**config.mk**
```make
export PLATFORM = sky130hd
export DESIGN_NAME = access_timed_master_cycle_counter
export DESIGN_NICKNAME = d
export VERILOG_FILES = /design/src/rtl/core/atmcc_pkg.sv /design/src/rtl/core/atmcc_cycle_calc.sv /design/src/rtl/core/atmcc_scan_next.sv /design/src/rtl/core/access_timed_master_cycle_counter.sv
export SDC_FILE = /design/constraint.sdc
export NUM_CORES = 1
export LEC_CHECK = 0
export BUFFER_PORTS_ARGS = -buffer_cell sky130_fd_sc_hd__buf_4
export CAP_MARGIN = 10
export CELL_PAD_IN_SITES_DETAIL_PLACEMENT = 0
export CELL_PAD_IN_SITES_GLOBAL_PLACEMENT = 1
export CORE_AREA = 2 2 175 177
export DETAILED_ROUTE_END_ITERATION = 6
export DIE_AREA = 0 0 177 179
export GPL_TIMING_DRIVEN = 1
export PLACE_DENSITY_LB_ADDON = 0.3
export SETUP_SLACK_MARGIN = 0.02
export SLEW_MARGIN = 20
export SYNTH_ARGS = -nofsm -noshare
export SYNTH_HDL_FRONTEND = slang
export SYNTH_HIERARCHICAL = 1
export SYNTH_SLANG_ARGS = --single-unit
```
**constraint.sdc**
```tcl
create_clock -name clk -period 10 [get_ports clk]
set_input_delay 0.5 -clock clk [delete_from_list [all_inputs] [get_ports clk]]
set_output_delay 0.5 -clock clk [all_outputs]
set_load 0.05 [all_outputs]
```
**src/rtl/core/atmcc_pkg.sv**
```systemverilog
// Shared types and constants for the access timed master cycle counter.
// Used by every module in rtl/core; no dependencies.
package atmcc_pkg;

  localparam int LINE_CYCLES     = 1364;
  localparam int LINES_PER_FRAME = 262;

  localparam int COUNT_W    = 32;
  localparam int REM_W      = $clog2(LINE_CYCLES);
  localparam int LINE_W     = $clog2(LINES_PER_FRAME);
  localparam int POS_W      = 9;
  localparam int ADD_W      = 12;
  localparam int MAX_ADD    = 255 * 12;
  localparam int VAL_W      = $clog2(LINE_CYCLES + MAX_ADD);
  localparam int NORM_STEPS = (LINE_CYCLES - 1 + MAX_ADD) / LINE_CYCLES;

  // 2^32 expressed as whole lines plus a remainder, for counter wrap
  localparam longint unsigned COUNT_SPAN = 64'd1 << COUNT_W;
  localparam logic [REM_W-1:0]  WRAP_REM   = REM_W'(COUNT_SPAN % LINE_CYCLES);
  localparam logic [LINE_W-1:0] WRAP_LINES =
    LINE_W'((COUNT_SPAN / LINE_CYCLES) % LINES_PER_FRAME);

  localparam logic [1:0] OP_ACCESS   = 2'd0;
  localparam logic [1:0] OP_INTERNAL = 2'd1;
  localparam logic [1:0] OP_COND     = 2'd2;
  localparam logic [1:0] OP_RAW      = 2'd3;

  localparam logic [3:0] SPEED_FAST  = 4'd6;
  localparam logic [3:0] SPEED_SLOW  = 4'd8;
  localparam logic [3:0] SPEED_XSLOW = 4'd12;

  localparam logic [7:0]  BANK_SYS_END    = 8'h3f;
  localparam logic [7:0]  BANK_WRAM_END   = 8'h7f;
  localparam logic [7:0]  BANK_MIRROR_END = 8'hbf;
  localparam logic [15:0] OFS_LOWRAM_END  = 16'h1fff;
  localparam logic [15:0] OFS_PPU_END     = 16'h3fff;
  localparam logic [15:0] OFS_JOY_END     = 16'h41ff;
  localparam logic [15:0] OFS_CPUIO_END   = 16'h5fff;
  localparam logic [15:0] OFS_EXP_END     = 16'h7fff;

  typedef struct packed {
    logic [1:0]  operation;
    logic [7:0]  count;
    logic [23:0] access_address;
    logic [2:0]  condition_flags;
    logic        bank_crossed;
    logic [7:0]  direct_low;
    logic        index_short;
  } item_t;

  typedef struct packed {
    logic [COUNT_W-1:0] master_total;
    logic [POS_W-1:0]   scanline;
    logic [POS_W-1:0]   dot;
  } result_t;

  typedef struct packed {
    logic [COUNT_W-1:0] count;
    logic [REM_W-1:0]   rem;
    logic [LINE_W-1:0]  line;
  } scan_t;

endpackage

```
**src/rtl/core/atmcc_cycle_calc.sv**
```systemverilog
// Master cycles added by one bus event: speed map decode and count scaling.
// Depends on atmcc_pkg.
module atmcc_cycle_calc (
  input  atmcc_pkg::item_t               item,
  input  logic                           fast_rom,
  output logic [atmcc_pkg::ADD_W-1:0]    added
);
  import atmcc_pkg::*;

  logic [7:0]  bank;
  logic [15:0] offset;
  logic [3:0]  rom_speed;
  logic [3:0]  speed;
  logic [1:0]  extra;
  logic [8:0]  cpu_cycles;

  assign bank      = item.access_address[23:16];
  assign offset    = item.access_address[15:0];
  assign rom_speed = fast_rom ? SPEED_FAST : SPEED_SLOW;

  always_comb begin
    if (bank > BANK_MIRROR_END) begin
      speed = rom_speed;
    end else if (bank > BANK_SYS_END && bank <= BANK_WRAM_END) begin
      speed = SPEED_SLOW;
    end else if (offset <= OFS_LOWRAM_END) begin
      speed = SPEED_SLOW;
    end else if (offset <= OFS_PPU_END) begin
      speed = SPEED_FAST;
    end else if (offset <= OFS_JOY_END) begin
      speed = SPEED_XSLOW;
    end else if (offset <= OFS_CPUIO_END) begin
      speed = SPEED_FAST;
    end else if (offset <= OFS_EXP_END) begin
      speed = SPEED_SLOW;
    end else begin
      speed = (bank <= BANK_SYS_END) ? SPEED_SLOW : rom_speed;
    end
  end

  assign extra = 2'(item.condition_flags[0] && item.bank_crossed)
               + 2'(item.condition_flags[1] && (item.direct_low != 8'd0))
               + 2'(item.condition_flags[2] && (item.bank_crossed || !item.index_short));
  assign cpu_cycles = {1'b0, item.count} + 9'(extra);

  always_comb begin
    unique case (item.operation)
      OP_ACCESS:   added = ADD_W'(item.count) * ADD_W'(speed);
      OP_INTERNAL: added = ADD_W'(item.count) * ADD_W'(SPEED_FAST);
      OP_COND:     added = ADD_W'(cpu_cycles) * ADD_W'(SPEED_FAST);
      OP_RAW:      added = ADD_W'(item.count);
      default:     added = '0;
    endcase
  end

endmodule

```
**src/rtl/core/atmcc_scan_next.sv**
```systemverilog
// Next master count and scan position (line, cycle within line).
// Handles 32-bit wrap by removing the line/remainder share of 2^32. Depends on atmcc_pkg.
module atmcc_scan_next (
  input  atmcc_pkg::scan_t            cur,
  input  logic [atmcc_pkg::ADD_W-1:0] added,
  output atmcc_pkg::scan_t            nxt
);
  import atmcc_pkg::*;

  logic [COUNT_W:0]  sum;
  logic [VAL_W-1:0]  val;
  logic              borrow;
  logic [LINE_W:0]   dec;
  logic [LINE_W-1:0] line;

  always_comb begin
    sum    = {1'b0, cur.count} + (COUNT_W + 1)'(added);
    val    = VAL_W'(cur.rem) + VAL_W'(added);
    borrow = 1'b0;
    dec    = '0;
    if (sum[COUNT_W]) begin
      if (val >= VAL_W'(WRAP_REM)) begin
        val = val - VAL_W'(WRAP_REM);
      end else begin
        val    = val + VAL_W'(LINE_CYCLES) - VAL_W'(WRAP_REM);
        borrow = 1'b1;
      end
      dec = (LINE_W + 1)'(WRAP_LINES) + (LINE_W + 1)'(borrow);
    end
    if ((LINE_W + 1)'(cur.line) >= dec) begin
      line = LINE_W'((LINE_W + 1)'(cur.line) - dec);
    end else begin
      line = LINE_W'((LINE_W + 1)'(cur.line) + (LINE_W + 1)'(LINES_PER_FRAME) - dec);
    end
    for (int i = 0; i < NORM_STEPS; i++) begin
      if (val >= VAL_W'(LINE_CYCLES)) begin
        val  = val - VAL_W'(LINE_CYCLES);
        line = (line == LINE_W'(LINES_PER_FRAME - 1)) ? '0 : line + 1'b1;
      end
    end
    nxt.count = sum[COUNT_W-1:0];
    nxt.rem   = REM_W'(val);
    nxt.line  = line;
  end

endmodule

```
**src/rtl/core/access_timed_master_cycle_counter.sv**
```systemverilog
// Top level of the access timed master cycle counter.
// Depends on atmcc_pkg, atmcc_cycle_calc and atmcc_scan_next.
//
// Usage:
//   item channel (item_valid / item_stall / item): one bus event per beat.
//   result channel (result_valid / result_stall / result): one beat per item
//   with the new master count, scanline and dot.
//   cfg channel (cfg_valid / cfg_ready / cfg_data): writes fast_rom; always
//   ready. Write it only while no item is in flight.
// Path: an accepted item is held in the input register, then its result is
// written to the result register; a result stall can hold it in between.
// Throughput: one item per cycle while result_stall is not holding; the
// speed decode, scaling multiply and scan position update all fit between the input and result registers.
// Stall: while result_stall holds, the result register and one item in the
// input register are kept; item_stall rises only when both are full.
// Reset (rst, synchronous): count, scan position and fast_rom clear to zero,
// both channels go empty.
module access_timed_master_cycle_counter (
  input  logic                clk,
  input  logic                rst,
  input  logic                item_valid,
  output logic                item_stall,
  input  atmcc_pkg::item_t    item,
  output logic                result_valid,
  input  logic                result_stall,
  output atmcc_pkg::result_t  result,
  input  logic                cfg_valid,
  output logic                cfg_ready,
  input  logic                cfg_data
);
  import atmcc_pkg::*;

  logic              fast_rom;
  logic              stage_valid;
  item_t             stage_item;
  scan_t             scan;
  scan_t             scan_next;
  logic [ADD_W-1:0]  added;
  logic              stage_adv;

  assign cfg_ready  = 1'b1;
  assign stage_adv  = stage_valid && (!result_valid || !result_stall);
  assign item_stall = stage_valid && result_valid && result_stall;

  atmcc_cycle_calc u_cycle_calc (
    .item     (stage_item),
    .fast_rom (fast_rom),
    .added    (added)
  );

  atmcc_scan_next u_scan_next (
    .cur   (scan),
    .added (added),
    .nxt   (scan_next)
  );

  always_ff @(posedge clk) begin
    if (rst) begin
      fast_rom     <= 1'b0;
      stage_valid  <= 1'b0;
      result_valid <= 1'b0;
      scan         <= '0;
    end else begin
      if (cfg_valid && cfg_ready) begin
        fast_rom <= cfg_data;
      end
      if (!item_stall) begin
        stage_valid <= item_valid;
      end
      if (stage_adv) begin
        scan         <= scan_next;
        result_valid <= 1'b1;
      end else if (!result_stall) begin
        result_valid <= 1'b0;
      end
    end
  end

  always_ff @(posedge clk) begin
    if (item_valid && !item_stall) begin
      stage_item <= item;
    end
    if (stage_adv) begin
      result.master_total <= scan_next.count;
      result.scanline     <= POS_W'(scan_next.line);
      result.dot          <= POS_W'(scan_next.rem >> 2);
    end
  end

  // while result_valid is high, the result register mirrors the running count
  a_total_tracks: assert property (@(posedge clk) disable iff (rst)
    result_valid |-> result.master_total == scan.count)
    else $error("result master_total differs from running count");

  a_dot_tracks: assert property (@(posedge clk) disable iff (rst)
    result_valid |-> result.dot == POS_W'(scan.rem >> 2))
    else $error("result dot differs from line remainder");

  a_rem_range: assert property (@(posedge clk) disable iff (rst)
    (scan.rem < REM_W'(LINE_CYCLES)) && (scan.line < LINE_W'(LINES_PER_FRAME)))
    else $error("scan position out of range");

  a_item_lands: assert property (@(posedge clk) disable iff (rst)
    (item_valid && !item_stall) |=> stage_valid)
    else $error("accepted beat lost from input register");

endmodule
```
# After elaboration in Yosys (flattened, before gate mapping)
# Index checks and enable logic that the tools add are counted.
op_classes:
  n_eq_ne: 7
  n_lt_le_gt_ge: 14
  mux: 27
  addsub: 18
  multipliers: 3
  n_reduce_logical: 16
op_table:
  columns: ["cell", "n"]
  rows:
  - ["$mux 9", 7]
  - ["$mux 13", 4]
  - ["$le 16x15->1 const B", 3]
  - ["$pmux 12 s4", 1]
  - ["$ge 13x11->1 const B", 3]
  - ["$mux 4", 9]
  - ["$add 32x12->33", 1]
  - ["$add 9x1->9 const B", 3]
  - ["$eq 9x9->1 const B", 3]
  - ["$sub 13x11->13 const B", 2]
  - ["$sub 13x3->13 const B", 2]
  - ["$sub 9x9->9", 2]
  - ["$le 16x13->1 const B", 1]
  - ["$le 16x14->1 const B", 1]
  - ["$add 11x12->13", 1]
  - ["$add 13x11->13 const B", 1]
  - ["$ge 13x3->1 const B", 1]
  - ["$mul 8x4->12", 1]
  - ["$mul 9x2->11 const B", 1]
  - ["$mux 11", 1]
  - ["$sub 11x11->11 const B", 1]
  - ["$mul 8x2->10 const B", 1]
  - ["$add 8x2->9", 1]
  - ["$add 9x9->9 const B", 1]
  - ["other kinds (18)", 33]
word_totals:
  out_inout_bits: 53
  input_bits: 53
  register_bits: 152

# Logic depth before layout (Yosys ltp)
depth:
  word_depth: 28
  mapped_depth: 51
  mapped_depth_nobuf: 50

# Modules after synthesis
# The synthesis kept the hierarchy.
by_module_without_submodules:
  columns: ["module", "n_inst", "seq_area_each_um2", "area_per_inst_um2", "cells_per_inst"]
  rows:
  - ["access_timed_master_cycle_counter", 1, 4013.8, 5408.9, 337]
  - ["atmcc_scan_next", 1, 0.0, 5242.5, 753]
  - ["atmcc_cycle_calc", 1, 0.0, 1933.1, 237]

# Worst setup path after synthesis
# OpenSTA, ideal clock, no wires.
synth_timing:
  path_kind: "register to register"
  from: "register stage_item[9] (netlist bit)"
  to: "register result[9] (netlist bit) (data pin)"
  stages_incl_launch_ff: 43
  path_slack_ps: -873
  setup_ps: 263
  t_required_ps: 9737
  arrival_ps: 10609
  period_less_slack_ps: 10873
  path_cell_list: "edfxtp_1 -> and2_1 -> fa_1 -> ha_1 -> inv_1 -> fa_1 -> inv_1 -> ha_1 -> fa_1 -> xor2_1 -> mux4_2 -> ha_1 -> nand2_1 -> o31ai_2 -> xor2_1 -> inv_1 -> ha_1 -> a311oi_1 -> [7 not listed] -> a21o_1 -> a21o_1 -> nand3_1 -> clkbuf_1 -> xnor2_1 -> ha_1 -> nand3b_1 -> or3_1 -> or4_1 -> o211ai_1 -> nand4_1 -> or4_1 -> o211ai_1 -> a2bb2oi_1 -> nand3_1 -> nand4bb_1 -> a21boi_1 -> mux2_2"
synth_lines:
  columns: ["item", "line", "source"]
  rows:
  - ["from (decl)", "access_timed_master_cycle_counter.sv:35", "item_t stage_item;"]
  - ["from (signal assigned)", "access_timed_master_cycle_counter.sv:81", "stage_item <= item;"]
  - ["to (decl)", "access_timed_master_cycle_counter.sv:26", "output atmcc_pkg::result_t result,"]

==> impl_metrics.toml <==
[floorplan]
die_h_um = 179
die_x_um = 177
ios = 106
rows = 64
die_area_um2 = 31700
start_util_pct = 40.4
coreArea_um2 = 30000

[clocking]
cts_tree = "done"
cts.reportedPaths.clkPinSlew_ns = 0.07
cts.sinks = 137
cts_max_level = 4
cts-root-buf = "clkbuf_16"
ctsLongestPathBuffers = 2
insertion_delay_ns = 0.43
cts_made_buffers = 17

[route]
drt_first_pass_iters = 5
final_antenna_net_count = 0
vias = 11237
routed_wl_mm = 34.8
drc = 0
drtIter0Drc = 772
post_drt_wl_per_cell_um = 16.5
post_drt_via_cell_ratio = 5.32

[cells_and_area]
diodes = 0
final_nets = 1867
areaGrowthSynthToFinish_pct = 40.2
drive_gt1_share_pct = 37.0

[grt]
antenna_found_initial = 0
grt_pass1_wl_mm = 54.8
grt_pass1_vias = 10781
track_usage_pct = 21.6
gr-total-overflow = 0
grt_max_degree = 108

[status]
status = "finished with violations"
violations = "negative setup slack"

[critical_path]
max_stage_delay_ns = 0.55
timing.rr.end = "scan[3]$_SDFFE_PP0P_"
timing.rr.start = "stage_item[9]$_DFFE_PP_"
reg2reg_setup_slack_ns = -0.11
r2r_cells = 46
worstPathArrival_ns = 10.46
critPathLaunchType = "flop"
crit_fanout = 6
endpoint_kind = "flop"
required_ns = 10.35
critical_path_class = "flop to flop"
crit_slowest_cell = "or4_4"

[sta]
rsz0062_at_grt = "true"
fin_ws_ns = -0.106
fin_crit_ns = 10.11
skew_ns = 0.0126
hold_violations = 0
fin_setup_tns_ns = -0.383
slew_headroom_pct = 44.1
setup_violations = 6
worst_pin_slew_ns = 0.838
period_share_pct = 101
finalMaxSlewViolations = 0
fmax_ghz = 0.0990

[placed_design]
post-place-ws_ns = -0.565
gp_congestion = 0.877
dp_hpwl_mm = 26.2
numPortBuffers = 89

[synth]
syn_nets = 1475
netlist_instances = 1312
syn_area_um2 = 12100
ys_warn_count = 6
avgSynthCellArea_um2 = 9.25

[worst_hold_path]
min_from = "item[45]"
hp-class = "primary input to flop"
whs_path_depth = 1
min_to = "stage_item[45]$_DFFE_PP_"

[run]
maxCapViolations = 0
[registers in the layout, indices dropped and copies added, names as in the netlist]
| signal | cells |
|---|---|
| scan | 52 |
| result | 50 |
| stage_item | 32 |
| fast_rom | 1 |
| result_valid | 1 |
| stage_valid | 1 |
[how the worst max path moves through the flow]
stage | to | slack (ns) | startpoint
after CTS | scan[0]$_SDFFE_PP0P_ | 0.02 | stage_item[25]$_DFFE_PP_
after detailed placement | scan[8]$_SDFFE_PP0P_ | -0.56 | stage_item[23]$_DFFE_PP_
after global routing | scan[3]$_SDFFE_PP0P_ | -0.64 | stage_item[9]$_DFFE_PP_
final | scan[3]$_SDFFE_PP0P_ | -0.11 | stage_item[9]$_DFFE_PP_
after global placement | scan[8]$_SDFFE_PP0P_ | -0.48 | stage_item[23]$_DFFE_PP_
after floorplan | result[9]$_DFFE_PP_ | 0.04 | stage_item[9]$_DFFE_PP_
[layout by cell type, fill, tap and decap left out, drive strengths merged, types with 13 or more instances in the layout]
| cell | count |
|---|---|
| nand2 | 80 |
| inv | 75 |
| o21ai | 45 |
| mux2i | 68 |
| xor2 | 29 |
| clkbuf | 20 |
| and3 | 28 |
| fa | 16 |
| xnor2 | 69 |
| buf | 413 |
| nand4 | 21 |
| a21o | 20 |
| a211oi | 15 |
| and2 | 21 |
| nand2b | 120 |
| nor2b | 13 |
| nor2 | 65 |
| edfxtp | 82 |
| o21bai | 14 |
| nand3 | 37 |
| o211ai | 19 |
| ha | 94 |
| a21oi | 75 |
| nor3 | 25 |
| dfxtp | 55 |
[routing by layer]
metal | wire length [µm] | global-route usage (%) | up-vias
met4 | 302 | 4.17 | 0
li1 | - | - | 5601
met1 | 16400 | 29.1 | 5404
met2 | 17000 | 37.3 | 205
met5 | 0 | 0 | -
met3 | 1120 | 2.84 | 27
[layout make-up]
| class | instances | area (µm²) |
|---|---|---|
| flip-flops and latches | 137 | 3560 |
| repair buffers | 413 | 3120 |
| well taps | 396 | 495 |
| inverters | 74 | 278 |
| multi-input cells | 1061 | 9010 |
| clock buffers | 20 | 447 |
| clock inverters | 12 | 104 |
| fillers | 2649 | 13000 |
[worst max-delay path: cells and delay by family (launching register included)]
kind	cells	cell delay, ns
muxes	3	0.49
buffers and inverters	6	0.56
AOI/OAI and AO/OA	13	2.95
xor gates and xnor gates	1	0.13
DFF	1	0.38
adders and majority gates	9	2.78
and+or+nand+nor	14	2.73
[timing repair]
action,4_1_cts,5_1_grt
pin swaps,35,73
gates resized for setup,51,107
setup endpoints to repair,36,36
setup buffers,17,28
hold buffers,0,0
[stage by stage]
step	cells	hold slack (ns)	utilization, %	instance area, µm²
2_1_floorplan	1312	0.449	-	12300
6_report	2113	0.241	56.6	17000
4_1_cts	2088	0.218	54.2	16300
3_5_place_dp	2040	0.467	51.0	15300
3_3_place_gp	2040	0.462	51.0	15300
5_1_grt	2113	0.225	56.6	17000
Power is left out: the tool's default activity adds up to more than one toggle a clock period on the data nets, which glitch-free logic cannot reach.
